`config.mk`:
```
export PLATFORM = sky130hd
export DESIGN_NAME = integer_to_radix_string_top
export DESIGN_NICKNAME = d
export VERILOG_FILES = /design/src/design/itrs_pkg.sv /design/src/design/itrs_div.sv /design/src/design/integer_to_radix_string_top.sv
export SDC_FILE = /design/constraint.sdc
export NUM_CORES = 1
export LEC_CHECK = 0
export BUFFER_PORTS_ARGS = -buffer_cell sky130_fd_sc_hd__buf_2
export CORE_ASPECT_RATIO = 0.9
export CORE_MARGIN = 2
export CORE_UTILIZATION = 25
export DETAILED_ROUTE_END_ITERATION = 8
export GPL_ROUTABILITY_DRIVEN = 0
export PLACE_DENSITY = 0.38
export SYNTH_ARGS = -nofsm -noshare
export SYNTH_HDL_FRONTEND = slang
export SYNTH_SLANG_ARGS = --single-unit
```
`constraint.sdc`:
```
create_clock -name clk -period 46.6 [get_ports clk]
set_input_delay 11.65 -clock clk [delete_from_list [all_inputs] [get_ports clk]]
set_output_delay 11.65 -clock clk [all_outputs]
set_load 0.05 [all_outputs]
```
`src/design/itrs_pkg.sv`:
```
// Shared constants, status type and digit-to-character mapping for the radix converter.
`default_nettype none

package itrs_pkg;

  // Field widths
  localparam int unsigned RADIX_BITS = 6;
  localparam int unsigned CHAR_BITS  = 8;

  // Bits of dividend retired by the divider per clock
  localparam int unsigned DIV_STEP_BITS = 8;

  // Radix limits
  localparam logic [RADIX_BITS-1:0] RADIX_MIN = 6'd2;
  localparam logic [RADIX_BITS-1:0] RADIX_MAX = 6'd36;

  // Special characters
  localparam logic [CHAR_BITS-1:0] CHAR_NUL   = 8'h00;
  localparam logic [CHAR_BITS-1:0] CHAR_MINUS = 8'h2D;
  localparam logic [CHAR_BITS-1:0] CHAR_ZERO  = 8'h30;
  localparam logic [CHAR_BITS-1:0] CHAR_ALPHA = 8'h57;  // 'a' minus ten

  localparam logic [RADIX_BITS-1:0] TEN = 6'd10;

  // Divider status toward the sequencer
  typedef struct packed {
    logic                  done;
    logic [RADIX_BITS-1:0] rem;
  } div_stat_t;

  // Map a digit value 0..35 to '0'..'9', 'a'..'z'
  function automatic logic [CHAR_BITS-1:0] digit_char(input logic [RADIX_BITS-1:0] d);
    if (d < TEN) begin
      return CHAR_ZERO + {2'b00, d};
    end
    return CHAR_ALPHA + {2'b00, d};
  endfunction

endpackage

`default_nettype wire

```
`src/design/itrs_div.sv`:
```
// Shared iterative divider: unsigned value by a 6-bit radix, several bits per clock.
`default_nettype none

module itrs_div
  import itrs_pkg::*;
#(
  parameter int unsigned VALUE_BITS = 32
) (
  input  wire logic                  clk,
  input  wire logic                  rst,
  input  wire logic                  start,
  input  wire logic [VALUE_BITS-1:0] dividend,
  input  wire logic [RADIX_BITS-1:0] radix,
  output div_stat_t                  stat,
  output logic      [VALUE_BITS-1:0] quotient
);

  localparam int unsigned PAD_BITS = ((VALUE_BITS + DIV_STEP_BITS - 1) / DIV_STEP_BITS)
                                     * DIV_STEP_BITS;
  localparam int unsigned CYCLES   = PAD_BITS / DIV_STEP_BITS;
  localparam int unsigned CNT_W    = $clog2(CYCLES + 1);

  logic                  busy;
  logic                  done;
  logic [CNT_W-1:0]      cnt;
  logic [PAD_BITS-1:0]   dq;
  logic [RADIX_BITS-1:0] rem;
  logic [RADIX_BITS-1:0] div_radix;

  logic [PAD_BITS-1:0]   dq_next;
  logic [RADIX_BITS-1:0] rem_next;
  logic [RADIX_BITS:0]   trial;

  // Restoring division, DIV_STEP_BITS quotient bits per clock
  always_comb begin
    dq_next  = dq;
    rem_next = rem;
    trial    = '0;
    for (int i = 0; i < DIV_STEP_BITS; i++) begin
      trial   = {rem_next, dq_next[PAD_BITS-1]};
      dq_next = {dq_next[PAD_BITS-2:0], 1'b0};
      if (trial >= {1'b0, div_radix}) begin
        trial      = trial - {1'b0, div_radix};
        dq_next[0] = 1'b1;
      end
      rem_next = trial[RADIX_BITS-1:0];
    end
  end

  // Control: load on start, count down the steps, pulse done
  always_ff @(posedge clk) begin
    if (rst) begin
      busy <= 1'b0;
      done <= 1'b0;
      cnt  <= '0;
    end else if (start) begin
      busy <= 1'b1;
      done <= 1'b0;
      cnt  <= CNT_W'(CYCLES);
    end else if (busy) begin
      cnt <= cnt - 1'b1;
      if (cnt == CNT_W'(1)) begin
        busy <= 1'b0;
        done <= 1'b1;
      end
    end else begin
      done <= 1'b0;
    end
  end

  // Datapath: running quotient and partial remainder
  always_ff @(posedge clk) begin
    if (start) begin
      dq        <= PAD_BITS'(dividend);
      rem       <= '0;
      div_radix <= radix;
    end else if (busy) begin
      dq  <= dq_next;
      rem <= rem_next;
    end
  end

  assign stat.done = done;
  assign stat.rem  = rem;
  assign quotient  = dq[VALUE_BITS-1:0];

endmodule

`default_nettype wire

```
`src/design/integer_to_radix_string_top.sv`:
```
// Top level of the integer-to-text converter: sequencer, digit store and output register.
`default_nettype none

// Converts a signed VALUE_BITS-bit number to its ASCII text in radix 2..36, one character per
// output transfer, most significant first, lower-case letters for digits above nine, a leading
// '-' for negative values, and a NUL with tlast to close every request. An out-of-range radix
// yields only the NUL. One request at a time: the shared divider retires 8 bits per clock
// while it divides, one digit per division; each digit character then goes through a digit store
// read and then an output load. The next request is taken as soon as the terminator sits in the
// output register.
module integer_to_radix_string_top
  import itrs_pkg::*;
#(
  parameter int unsigned VALUE_BITS = 32
) (
  input  wire logic                                           clk,
  input  wire logic                                           rst,
  // s_tdata: number [VALUE_BITS-1:0], radix [VALUE_BITS+5:VALUE_BITS], zero padding above
  input  wire logic [((VALUE_BITS + RADIX_BITS + 7) / 8) * 8 - 1:0] s_tdata,
  input  wire logic                                           s_tvalid,
  output logic                                                s_tready,
  // m_tdata: character [7:0]
  output logic [CHAR_BITS-1:0]                                m_tdata,
  output logic                                                m_tlast,
  output logic                                                m_tvalid,
  input  wire logic                                           m_tready
);

  localparam int unsigned CNT_W = $clog2(VALUE_BITS + 1);
  localparam int unsigned IDX_W = $clog2(VALUE_BITS);

  typedef enum logic [5:0] {
    S_IDLE = 6'b000001,
    S_DIV  = 6'b000010,
    S_SIGN = 6'b000100,
    S_READ = 6'b001000,
    S_EMIT = 6'b010000,
    S_TERM = 6'b100000
  } state_t;

  state_t state, state_next;

  logic [CNT_W-1:0]      count, count_next;
  logic                  negative, negative_next;

  logic [VALUE_BITS-1:0] in_number;
  logic [RADIX_BITS-1:0] in_radix;
  logic                  radix_ok;
  logic [VALUE_BITS-1:0] magnitude;
  logic [RADIX_BITS-1:0] radix;

  logic                  div_start;
  logic [VALUE_BITS-1:0] div_dividend;
  logic [RADIX_BITS-1:0] div_radix;
  div_stat_t             div_stat;
  logic [VALUE_BITS-1:0] div_quotient;

  logic [RADIX_BITS-1:0] digit_store [VALUE_BITS];
  logic                  store_wr;
  logic                  store_rd;
  logic [RADIX_BITS-1:0] rd_digit;

  logic                  can_load;
  logic                  load;
  logic [CHAR_BITS-1:0]  load_char;
  logic                  load_last;
  logic                  accept;

  // Unpack the request and form the magnitude
  assign in_number = s_tdata[VALUE_BITS-1:0];
  assign in_radix  = s_tdata[VALUE_BITS +: RADIX_BITS];
  assign radix_ok  = (in_radix >= RADIX_MIN) && (in_radix <= RADIX_MAX);
  assign magnitude = in_number[VALUE_BITS-1] ? (~in_number + 1'b1) : in_number;

  assign s_tready = (state == S_IDLE);
  assign accept   = s_tvalid && s_tready;
  assign can_load = !m_tvalid || m_tready;

  // Hold the radix of the current request for the repeated divisions
  always_ff @(posedge clk) begin
    if (accept) begin
      radix <= in_radix;
    end
  end

  assign div_radix = (state == S_IDLE) ? in_radix : radix;

  itrs_div #(
    .VALUE_BITS(VALUE_BITS)
  ) u_div (
    .clk      (clk),
    .rst      (rst),
    .start    (div_start),
    .dividend (div_dividend),
    .radix    (div_radix),
    .stat     (div_stat),
    .quotient (div_quotient)
  );

  // Sequencer: divide to zero quotient, send any sign, digits, terminator; bad radix: NUL only
  always_comb begin
    state_next    = state;
    count_next    = count;
    negative_next = negative;
    div_start     = 1'b0;
    div_dividend  = magnitude;
    store_wr      = 1'b0;
    store_rd      = 1'b0;
    load          = 1'b0;
    load_char     = CHAR_NUL;
    load_last     = 1'b0;
    unique case (state)
      S_IDLE: begin
        if (accept) begin
          if (radix_ok) begin
            div_start     = 1'b1;
            negative_next = in_number[VALUE_BITS-1];
            count_next    = '0;
            state_next    = S_DIV;
          end else begin
            state_next = S_TERM;
          end
        end
      end
      S_DIV: begin
        div_dividend = div_quotient;
        if (div_stat.done) begin
          if (count < CNT_W'(VALUE_BITS)) begin
            store_wr   = 1'b1;
            count_next = count + 1'b1;
          end
          if (div_quotient != '0) begin
            div_start = 1'b1;
          end else if (negative) begin
            state_next = S_SIGN;
          end else begin
            state_next = S_READ;
          end
        end
      end
      S_SIGN: begin
        if (can_load) begin
          load       = 1'b1;
          load_char  = CHAR_MINUS;
          state_next = S_READ;
        end
      end
      S_READ: begin
        store_rd   = 1'b1;
        count_next = count - 1'b1;
        state_next = S_EMIT;
      end
      S_EMIT: begin
        if (can_load) begin
          load      = 1'b1;
          load_char = digit_char(rd_digit);
          state_next = (count == '0) ? S_TERM : S_READ;
        end
      end
      S_TERM: begin
        if (can_load) begin
          load       = 1'b1;
          load_last  = 1'b1;
          state_next = S_IDLE;
        end
      end
      default: state_next = S_IDLE;
    endcase
  end

  // Hold sequencer state
  always_ff @(posedge clk) begin
    if (rst) begin
      state    <= S_IDLE;
      count    <= '0;
      negative <= 1'b0;
    end else begin
      state    <= state_next;
      count    <= count_next;
      negative <= negative_next;
    end
  end

  // Digit store: least significant digit at index zero
  always_ff @(posedge clk) begin
    if (store_wr) begin
      digit_store[count[IDX_W-1:0]] <= div_stat.rem;
    end
  end

  // Registered read of the next digit, most significant first
  always_ff @(posedge clk) begin
    if (store_rd) begin
      rd_digit <= digit_store[count_next[IDX_W-1:0]];
    end
  end

  // Output register
  always_ff @(posedge clk) begin
    if (rst) begin
      m_tvalid <= 1'b0;
    end else if (load) begin
      m_tvalid <= 1'b1;
    end else if (m_tready) begin
      m_tvalid <= 1'b0;
    end
  end

  always_ff @(posedge clk) begin
    if (load) begin
      m_tdata <= load_char;
      m_tlast <= load_last;
    end
  end

`ifndef ASSERT_OFF
  // The divider only finishes while the sequencer waits on it
  a_done_in_div: assert property (@(posedge clk) disable iff (rst)
    div_stat.done |-> (state == S_DIV))
    else $error("divider done outside division phase");

  // A digit read always has a stored digit behind it
  a_read_nonempty: assert property (@(posedge clk) disable iff (rst)
    (state == S_READ) |-> (count != '0))
    else $error("digit read with empty store");

  // The terminator load leaves a last character in the output register
  a_term_last: assert property (@(posedge clk) disable iff (rst)
    ((state == S_TERM) && can_load) |=> (m_tvalid && m_tlast && (m_tdata == CHAR_NUL)))
    else $error("terminator not presented with tlast");

  // New requests are taken only with the output free of pending digits
  a_accept_idle: assert property (@(posedge clk) disable iff (rst)
    accept |-> (!m_tvalid || m_tlast))
    else $error("request accepted with digits still pending");
`endif

endmodule

`default_nettype wire

```
==> impl_metrics.yaml, run 1 <==
run_status:
  outcome: "finished, final reports clean"
global_route:
  grt_max_degree: 70
  first_global_vias: 10300
  antenna_found_initial: 1
  overflow: 0
  track_usage_pct: 13.3
  grt_pass1_wl_um: 62900
cts:
  cts-root-buf: "clkbuf_16"
  cts_resized: 0
  cts_setup_buffers: 0
  cts_tree: "built"
  cts_sinks: 276
  clock_latency_ns: 0.55
  h-tree-depth: 2
  clk_pin_slew_ns: 0.06
  cts_inserted_buffers: 35
  clockBufferDepth: 3
  hold_buffers: 0
yosys:
  synthArstFlopShare_pct: 0
  synth_warnings: 0
  synth_compound_area_share_pct: 16.0
  synthSimpleGateAreaFrac_pct: 15.0
  synthDistinctLibCells: 80
  synth-seq-cells: 276
  synth_area_leaders: "edfxtp_1 (51%), ha_1 (5.0%), nand2_1 (4.5%)"
  synthXorXnorAreaFrac_pct: 3.60
  synthAdderAreaFrac_pct: 6.05
  synth.most_common_cell: "edfxtp_1"
  syn-cell-area_mm2: 0.0148
  synth-edff-count: 251
  netlist_top_cells_count: "edfxtp_1 (251), nand2_1 (176), nor2_1 (127)"
  syn-num-nets: 1484
  synth_top_area_share_pct: 50.8
  syn_avg_cell_area_um2: 10.8
  synth_top_family_by_area: "compound AO/OA/AOI/OAI gates"
  synthMuxAreaShare_pct: 2.29
  synth-main-ff-cell: "edfxtp_1"
  synthCells: 1373
  ys_seq_area_share_pct: 54.1
  yosysTopAreaCell: "edfxtp_1"
route:
  totalWireLength_um: 41100
  vias_per_cell: 4.78
  num_vias: 10600
  drtIter0Drc: 595
  drtAntennaViolNets: 0
  drc_errors: 0
  drtPass1Iterations: 5
  wire_per_inst_um: 18.6
critical_path:
  path_depth: 72
  cp_common_cell: "ha_1"
  end_kind: "flop"
  critPathTopFamily: "compound AO/OA/AOI/OAI gates"
  critPathBufInv: 5
  slowest_delay_ns: 0.77
  critPathKind: "flop to flop"
  crit_fanout: 14
  ff2ff_path_depth: 72
  cp.required_ns: 47.00
  critical_path_arrival_ns: 19.39
  cp_slowest_cell: "edfxtp_1"
  start_kind: "flop"
worst_hold_path:
  hold_class: "flop to flop"
  whs_path_depth: 2
timing:
  period_minus_slack_ns: 19.00
  max_freq_mhz: 52.6
  fin_tns_setup_ns: 0
  slew_headroom_pct: 32.6
  min_period_over_period_pct: 40.8
  final_max_slew_viol_count: 0
  fin_skew_ns: 0.0308
  hold_viol_final: 0
  tightestPinTransition_ns: 1.00
  setup_violations: 0
  rsz0062_at_grt: "no"
finish:
  area_growth_pct: 14.6
  antenna_cells: 0
  drive_gt1_share_pct: 10.4
  fillers: 6028
  finalNetCount: 1523
floorplan:
  core_mm2: 0.0585
  dieArea_mm2: 0.0613
  die-width_um: 261
  io-pin-count: 55
  die_h_um: 235
  initial_utilization_pct: 25.4
  rows: 84
run:
  drv_cap: 0
placement:
  io_buffer_count: 52
  dp_hpwl_um: 27100
## logic make-up after synthesis
logic type	after synthesis
AND/OR/NAND/NOR	475
buffers and inverters	111
multiplexers	32
AO/OA/AOI/OAI	351
flip-flops	276
XOR/XNOR	61
adder cells (fa/ha/maj)	67
## placed cells by master, fill, tap and decap left out, types with 12 or more instances in the layout
master	netlist	final
a21o_1	21	21
nor2b_1	14	14
xnor2_1	26	26
xor2_1	35	35
buf_2	2	52
a311oi_1	26	26
mux2i_1	16	16
and2_1	42	42
nor2_1	127	127
inv_1	44	44
nor4_1	12	12
nand2_1	176	175
clkbuf_16	0	35
a21oi_1	85	83
mux2_2	16	16
nand2b_1	12	12
dfxtp_1	25	25
ha_1	59	59
nand3_1	15	15
edfxtp_1	251	251
nor3_1	20	20
buf_4	0	16
o21ai_0	46	46
a31oi_1	32	32
a211oi_1	73	73
## registers in the layout, indices dropped and copies added, names as in the netlist
signal,cells
digit_store,192
u_div.quotient,32
m_tdata,8
count,6
radix,6
rd_digit,6
state,6
u_div.div_radix,6
u_div.rem,6
u_div.cnt,3
m_tlast,1
m_tvalid,1
negative,1
u_div.busy,1
u_div.done,1
## tightest hold or removal path, delay by kind of cell (launching register included)
family / cells / cell delay, ns
compound gates: 1 / 0.06
simple gates: 1 / 0.08
flops: 1 / 0.31
## metal layers
metal | part of all wire (%) | vias to the layer above | track usage, %
met4 | 1.8 | 0 | 3.38
li1 | - | 5207 | -
met3 | 4.0 | 47 | 2.19
met2 | 44 | 195 | 20.2
met1 | 50 | 5119 | 19.5
met5 | 0 | - | 0
## worst paths after layout
kind,startpoint,end,slack (ns)
hold / removal,u_div.cnt[1],u_div.cnt[1],0.49
hold reg to reg,u_div.cnt[1],u_div.cnt[1],0.49
setup / recovery,u_div.div_radix[1],u_div.rem[4],27.60
setup reg to reg,u_div.div_radix[1],u_div.rem[4],27.60
## metrics by stage
stage,hold slack (ns),std cells,setup slack (ns),utilization [%],area (um2)
4_1_cts,0.488,2211,27.46,29.1,17000
5_1_grt,0.547,2211,25.95,29.1,17000
2_1_floorplan,0.457,1373,31.45,-,14800
6_report,0.494,2211,27.60,29.1,17000
3_3_place_gp,0.471,2149,27.44,27.3,16000
3_5_place_dp,0.480,2149,27.53,27.3,16000
## cell type report
class	count	area, um2	area share (%)
clock buffers	44	910	5.34
clock inverters	18	125	0.735
inverters	45	169	0.993
multi-input cells	986	6430	37.8
flip-flops and latches	276	8040	47.2
well taps	774	968	5.69
repair buffers	68	380	2.23
Power of run 1 is not shown: default switching activity piles up to over one toggle a cycle in this logic, so the estimate is an artifact.
==> run 2: changes to the inputs <==
ABC_AREA = 1   (was not set)
clock period = 18.9 ns   (was 46.6 ns; I/O delays follow)
==> run 2 against run 1 <==
  * Global-route usage increased by 0.58 points
  * Critical path type unchanged
  * Sequential share of layout area increased by 0.097 points
  * Fmax increased by 21%
  * Critical endpoint is now u_div.rem[3]
  * Final cell count increased by 8.3%
  * Synthesized cell count increased by 13%
==> impl_metrics.yaml, run 2 <==
yosys:
  synth_warnings: 0
  ys_seq_area_share_pct: 54.0
  syn-cell-area_mm2: 0.0149
  synth-seq-cells: 276
  synthSimpleGateAreaFrac_pct: 17.9
  synth-main-ff-cell: "edfxtp_1"
  synth_area_leaders: "edfxtp_1 (51%), o21ai_0 (6.1%), nand2_1 (5.7%)"
  synth_top_family_by_area: "simple AND/OR/NAND/NOR gates"
  synth-edff-count: 251
  synthAdderAreaFrac_pct: 6.03
  syn_avg_cell_area_um2: 9.59
  synth_top_area_share_pct: 50.6
  synthMuxAreaShare_pct: 0
  synth.most_common_cell: "edfxtp_1"
  syn-num-nets: 1664
  synthXorXnorAreaFrac_pct: 3.35
  synthCells: 1553
  netlist_top_cells_count: "edfxtp_1 (251), nand2_1 (226), nor2_1 (222)"
  synth_compound_area_share_pct: 13.1
  synthArstFlopShare_pct: 0
  synthDistinctLibCells: 51
  yosysTopAreaCell: "edfxtp_1"
floorplan:
  die_h_um: 236
  rows: 84
  io-pin-count: 55
  initial_utilization_pct: 25.4
  core_mm2: 0.0586
  die-width_um: 261
  dieArea_mm2: 0.0615
cts:
  hold_buffers: 0
  clk_pin_slew_ns: 0.07
  clockBufferDepth: 3
  cts_resized: 0
  clock_latency_ns: 0.58
  cts_setup_buffers: 0
  h-tree-depth: 1
  cts_tree: "built"
  cts_sinks: 276
  cts_inserted_buffers: 29
  cts-root-buf: "clkbuf_16"
finish:
  area_growth_pct: 14.1
  finalNetCount: 1709
  largest_reg_flops: 192
  layout_commonest_cell: "edfxtp_1"
  fillers: 6210
  final_cell_mix: "edfxtp_1 (251), nand2_1 (225), nor2_1 (222)"
  antenna_cells: 0
  drive_gt1_share_pct: 9.75
run:
  drv_cap: 0
route:
  vias_per_cell: 4.63
  totalWireLength_um: 43000
  num_vias: 11100
  drtPass1Iterations: 5
  drc_errors: 0
  drtAntennaViolNets: 0
  drtIter0Drc: 797
  wire_per_inst_um: 18.0
timing:
  rsz0062_at_grt: "no"
  tightestPinTransition_ns: 1.04
  min_period_over_period_pct: 83.4
  slew_headroom_pct: 30.7
  final_max_slew_viol_count: 0
  period_minus_slack_ns: 15.76
  hold_viol_final: 0
  fin_skew_ns: 0.0169
  max_freq_mhz: 63.5
  fin_tns_setup_ns: 0
  setup_violations: 0
critical_path:
  crit_fanout: 13
  cp.required_ns: 19.37
  critPathKind: "flop to flop"
  cp_slowest_cell: "edfxtp_1"
  slowest_delay_ns: 0.73
  start_kind: "flop"
  cp_common_cell: "nand2_1"
  critical_path_arrival_ns: 16.22
  end_kind: "flop"
global_route:
  grt_pass1_wl_um: 65900
  use_met3_pct: 2.02
  first_global_vias: 10900
  use_met1_pct: 19.7
  grt_max_degree: 79
  overflow: 0
  met2_usage_pct: 22.3
  gr-max-usage-layer: "met2"
  antenna_found_initial: 0
  track_usage_pct: 13.9
placement:
  dp_hpwl_um: 29100
  io_buffer_count: 52
run_status:
  outcome: "finished, final reports clean"
worst_hold_path:
  hold_class: "flop to flop"
[run 2: cell count changes after synthesis, sizes merged, moves of 20 or more]
| cell | previous run | this run |
|---|---|---|
| nand2 | 176 | 237 |
| nor2 | 128 | 233 |
| o221ai | 1 | 25 |
| a311oi | 26 | 0 |
| a211oi | 75 | 4 |
| and2 | 49 | 1 |
| o21ai | 47 | 185 |
| inv | 44 | 165 |
| nand3 | 15 | 74 |
| a21oi | 86 | 52 |
| a21o | 21 | 1 |
| o22ai | 5 | 25 |
| a31oi | 32 | 12 |
[run 2: cell type report]
cell class,instances,area [um2],share of cell area [%]
flip-flops and latches,276,8040,47.3
multi-input cells,1058,6030,35.5
inverters,167,627,3.69
clock buffers,37,807,4.75
repair buffers,66,365,2.15
well taps,774,968,5.70
clock inverters,17,150,0.884
[run 2: layer usage]
layer | vias to the layer above | part of all wire, %
met5 | - | 0
met4 | 0 | 2.2
met3 | 57 | 3.5
met2 | 206 | 45
met1 | 5305 | 49
li1 | 5510 | -
[run 2: logic make-up after synthesis]
family,count (synthesis)
AND/OR/NAND/NOR,596
XOR/XNOR,57
adder cells (fa/ha/maj),67
AO/OA/AOI/OAI,338
flip-flops,276
buffers and inverters,219
[run 2: path summary, 6_finish.rpt]
check,start,end,slack [ns],depth (start not counted)
setup / recovery,u_div.div_radix[1],u_div.rem[3],3.14,86
setup reg to reg,u_div.div_radix[1],u_div.rem[3],3.14,86
hold reg to reg,u_div.cnt[0],u_div.cnt[0],0.49,2
hold / removal,u_div.cnt[0],u_div.cnt[0],0.49,2
[run 2: metrics by stage]
stage	cell area, um2	std cells	setup slack, ns	utilization, %	hold WS [ns]
global route	17000	2395	1.52	29.0	0.504
detailed placement	16000	2341	2.91	27.3	0.484
finish	17000	2395	3.14	29.0	0.487
floorplan	14900	1553	5.96	-	0.457
CTS	17000	2395	2.90	29.0	0.493
global placement	16000	2341	3.10	27.3	0.475
[run 2: worst max-delay path, delay by kind of cell (launching register included)]
family	cells	cell delay (ns)
adder cells (fa/ha/maj)	8	2.77
flip-flops	1	0.73
AND/OR/NAND/NOR	37	4.57
AO/OA/AOI/OAI	28	6.17
buffers and inverters	13	1.39
Power of run 2 is left out for the same reason.
